<file path="config.mk">
export PLATFORM = sky130hd
export DESIGN_NAME = smrm_addr
export DESIGN_NICKNAME = d
export VERILOG_FILES = /design/src/rtl/smrm_pkg.sv /design/src/rtl/smrm_addr.sv
export SDC_FILE = /design/constraint.sdc
export NUM_CORES = 1
export LEC_CHECK = 0
export ABC_AREA = 1
export BUFFER_PORTS_ARGS = -buffer_cell sky130_fd_sc_hd__buf_2
export CAP_MARGIN = 5
export CORE_ASPECT_RATIO = 0.9
export CORE_MARGIN = 5
export CORE_UTILIZATION = 30
export DETAILED_ROUTE_END_ITERATION = 6
export PLACE_DENSITY = 0.55
export SLEW_MARGIN = 25
export SYNTH_ARGS = -nofsm -noshare
export SYNTH_HDL_FRONTEND = slang
export SYNTH_SLANG_ARGS = --single-unit
</file>
<file path="constraint.sdc">
create_clock -name vclk -period 2.85
set_clock_uncertainty 0.2 [all_clocks]
set_input_delay 0 -clock vclk [all_inputs]
set_output_delay 0 -clock vclk [all_outputs]
set_load 0.02 [all_outputs]
</file>
<file path="src/rtl/smrm_pkg.sv">
// Shared types and constants for the square matrix rotation match block.
// No dependencies; imported by the sequencer, the address unit and the checker.
`default_nettype none
package smrm_pkg;

  localparam int MAX_DIM_DEF = 16;
  localparam int SIZE_RESET  = 16;
  localparam int SIZE_W      = 5;
  localparam int IN_W        = 32;
  localparam int OUT_W       = 8;
  localparam int CFG_W       = 8;
  localparam int NUM_TURNS   = 4;

  // result beat bit positions
  localparam int OUT_MATCHED = 0;
  localparam int OUT_QT_LO   = 1;
  localparam int OUT_QT_HI   = 2;
  localparam int OUT_SIZE_ER = 3;

  typedef enum logic [1:0] {
    TURN_0 = 2'd0,
    TURN_1 = 2'd1,
    TURN_2 = 2'd2,
    TURN_3 = 2'd3
  } turn_t;

  localparam logic FUNC_FIRST  = 1'b0;
  localparam logic FUNC_SECOND = 1'b1;

endpackage
`default_nettype wire

</file>
<file path="src/rtl/smrm_addr.sv">
// Address unit: maps a position and a clockwise quarter-turn count to a
// first-matrix memory address (row stride MAX_DIM). Depends on smrm_pkg.
`default_nettype none
module smrm_addr #(
  parameter int MAX_DIM = smrm_pkg::MAX_DIM_DEF,
  parameter int PW      = 4,
  parameter int AW      = 8
) (
  input  logic [PW-1:0]       row,
  input  logic [PW-1:0]       col,
  input  logic [PW-1:0]       nm1,
  input  smrm_pkg::turn_t     turn,
  output logic [AW-1:0]       addr
);
  import smrm_pkg::*;

  logic [PW-1:0] src_row;
  logic [PW-1:0] src_col;

  always_comb begin
    unique case (turn)
      TURN_0: begin
        src_row = row;
        src_col = col;
      end
      TURN_1: begin
        src_row = nm1 - col;
        src_col = row;
      end
      TURN_2: begin
        src_row = nm1 - row;
        src_col = nm1 - col;
      end
      TURN_3: begin
        src_row = col;
        src_col = nm1 - row;
      end
      default: begin
        src_row = row;
        src_col = col;
      end
    endcase
  end

  assign addr = AW'(AW'(src_row) * AW'(MAX_DIM)) + AW'(src_col);

endmodule
`default_nettype wire

</file>
==> out/metrics.yaml <==
synth.largest_area_cell: "nand2_1"
arrival_ns: 1.31
synth_xor_area_share_pct: 3.85
p_sw_w: 0.0000775
seq_cell_count: 0
post_cts_resized: 0
io_buffers: 22
place.gp.congestion: 0.775
slew_violations: 0
die_h_um: 47.0
synthTopCellsByArea: "nand2_1 29%, ha_1 16%, inv_1 12%, nand3_1 9.9%, fa_1 8.8%"
netSwitchingFraction_pct: 63.2
cp_slowest_stage_delay_ns: 0.37
pre_cts_ws_ns: 1.33
drtIter0Drc: 10
power_frac_seq_pct: 0
via_per_inst: 4.96
slew_headroom_pct: 77.6
wl_um: 1340
ys_warn_count: 0
syn_inst: 82
ant_nets: 0
post-cts-setup-buffers: 0
vdd_drop_max_mv: 0.0631
maxCapViolCount: 0
first_pass_iters: 4
grt_usage_pct: 12.0
final_common_cell: "nand2_1"
drc: 0
synthSimpleGateAreaFrac_pct: 47.0
setup_tns_ns: 0
drive_gt1_share_pct: 26.0
rows: 13
routedWlPerCell_um: 11.2
mostFrequentLayoutCells: "35 x nand2_1, 22 x buf_2, 14 x inv_1"
synth-compound-area-share_pct: 10.7
area_growth_pct: 28.3
min_path_type: "in -> out"
critPathLaunchType: "input pin"
p_leak_nw: 0.346
grt_pass1_vias: 522
fin_ws_ns: 1.34
antenna_found_initial: 0
synthAdderAreaFrac_pct: 25.3
period_minus_slack_ns: 1.51
nNetsFinal: 128
status: "finished, final reports clean"
coreArea_um2: 1450
io_pins: 22
netlist_area_um2: 455
crit_type: "in -> out"
ys_seq_area_share_pct: 0
path_buf_inv: 4
synth.net_count: 104
hold_violations: 0
synth.area.mux_share_pct: 0
ff_latch_area_um2: 0
synth_top_family_by_area: "simple AND/OR/NAND/NOR gates"
n_clock_buffer: 0
crit_chain: "buf_2 > inv_1 > ha_1 > inv_1 > fa_1 > xor2_1 > nand2_1 > nand4_1 > buf_2"
cp-end-kind: "primary output"
grt_max_degree: 9
rsz0062_at_grt: "false"
critPathMaxFanout: 2
finalSetupViolCount: 0
dp_hpwl_um: 1190
fin_crit_sh_pct: 52.9
diodes: 0
p_comb_share_pct: 100.0
syn_avg_cell_area_um2: 5.55
fmax_ghz: 0.663
clkPwrFrac_pct: 0
die_w_um: 51.1
start_util_pct: 31.5
synth_cell_types: 12
worstPathRequired_ns: 2.65
postCtsHoldBufs: 0
vias: 590
p_int_w: 0.0000451
nFillCells: 170
overflow: 0
synth_top_area_share_pct: 28.8
power_per_cell_area_nw_per_um2: 210
critical_path.top_delay_family: "adder cells"
crit_slowest_cell: "fa_1"
grt_pass1_wl_um: 2310
dieArea_um2: 2400
tightestPinTransition_ns: 0.336
## synthesized netlist by cell type (all sizes together)
cell,instances
nand2,35
inv,16
nand3,9
ha,6
nand4,4
o2111ai,3
a21oi,2
fa,2
nor2,2
xor2,2
a22oi,1
## per-layer routing
metal / vias to the layer above / share of wire (%) / track usage (%)
li1: 310 / - / -
met1: 264 / 51 / 17.7
met2: 16 / 45 / 21.1
met3: 0 / 4.2 / 0
met4: 0 / 0 / 0
met5: - / 0 / 0
## metrics by stage
stage | hold WS, ns | total power [W] | instance area, um^2 | std cells | utilization (%)
after global placement | 0.176 | 0.000123 | 584 | 119 | 40.4
after detailed placement | 0.173 | 0.000123 | 584 | 119 | 40.4
after floorplan | 0.00861 | 0.0000803 | 455 | 82 | -
after global routing | 0.202 | 0.000138 | 584 | 119 | 40.4
final | 0.166 | 0.000123 | 584 | 119 | 40.4
after CTS | 0.175 | 0.000124 | 584 | 119 | 40.4
## cells by family (layout without fill, tap and decap cells)
| family | after synthesis | count (layout) |
|---|---|---|
| buffers and inverters | 16 | 38 |
| adder cells (fa/ha/maj) | 8 | 8 |
| AND/OR/NAND/NOR | 50 | 50 |
| XOR/XNOR | 2 | 2 |
| AO/OA/AOI/OAI | 6 | 6 |
## worst min-delay path, delay by kind of cell
family / cells / cell delay (ns)
buffers and inverters: 2 / 0.25
AND/OR/NAND/NOR: 2 / 0.12
## worst paths after layout
check                 startpoint       to  slack (ns)  depth (start not counted)
worst max-delay path      nm1[0]  addr[2]        1.34                          9
worst min-delay path      row[2]  addr[6]        0.17                          4
## power by group through the flow
| stage | sequential, W | clock [W] | combinational, W |
|---|---|---|---|
| after CTS | 0 | 0 | 0.000124 |
| after detailed placement | 0 | 0 | 0.000123 |
| after global placement | 0 | 0 | 0.000123 |
| after floorplan | 0 | 0 | 0.0000803 |
| after global routing | 0 | 0 | 0.000138 |
| final | 0 | 0 | 0.000123 |
## final cells by class
type,count,area (um^2),share of cell area (%)
Tap cell,15,18.8,3.21
Multi-Input combinational cell,66,395,67.7
Timing Repair Buffer,22,110,18.8
Inverter,16,60.1,10.3
Note: power is estimated with default switching activity, not from simulation.
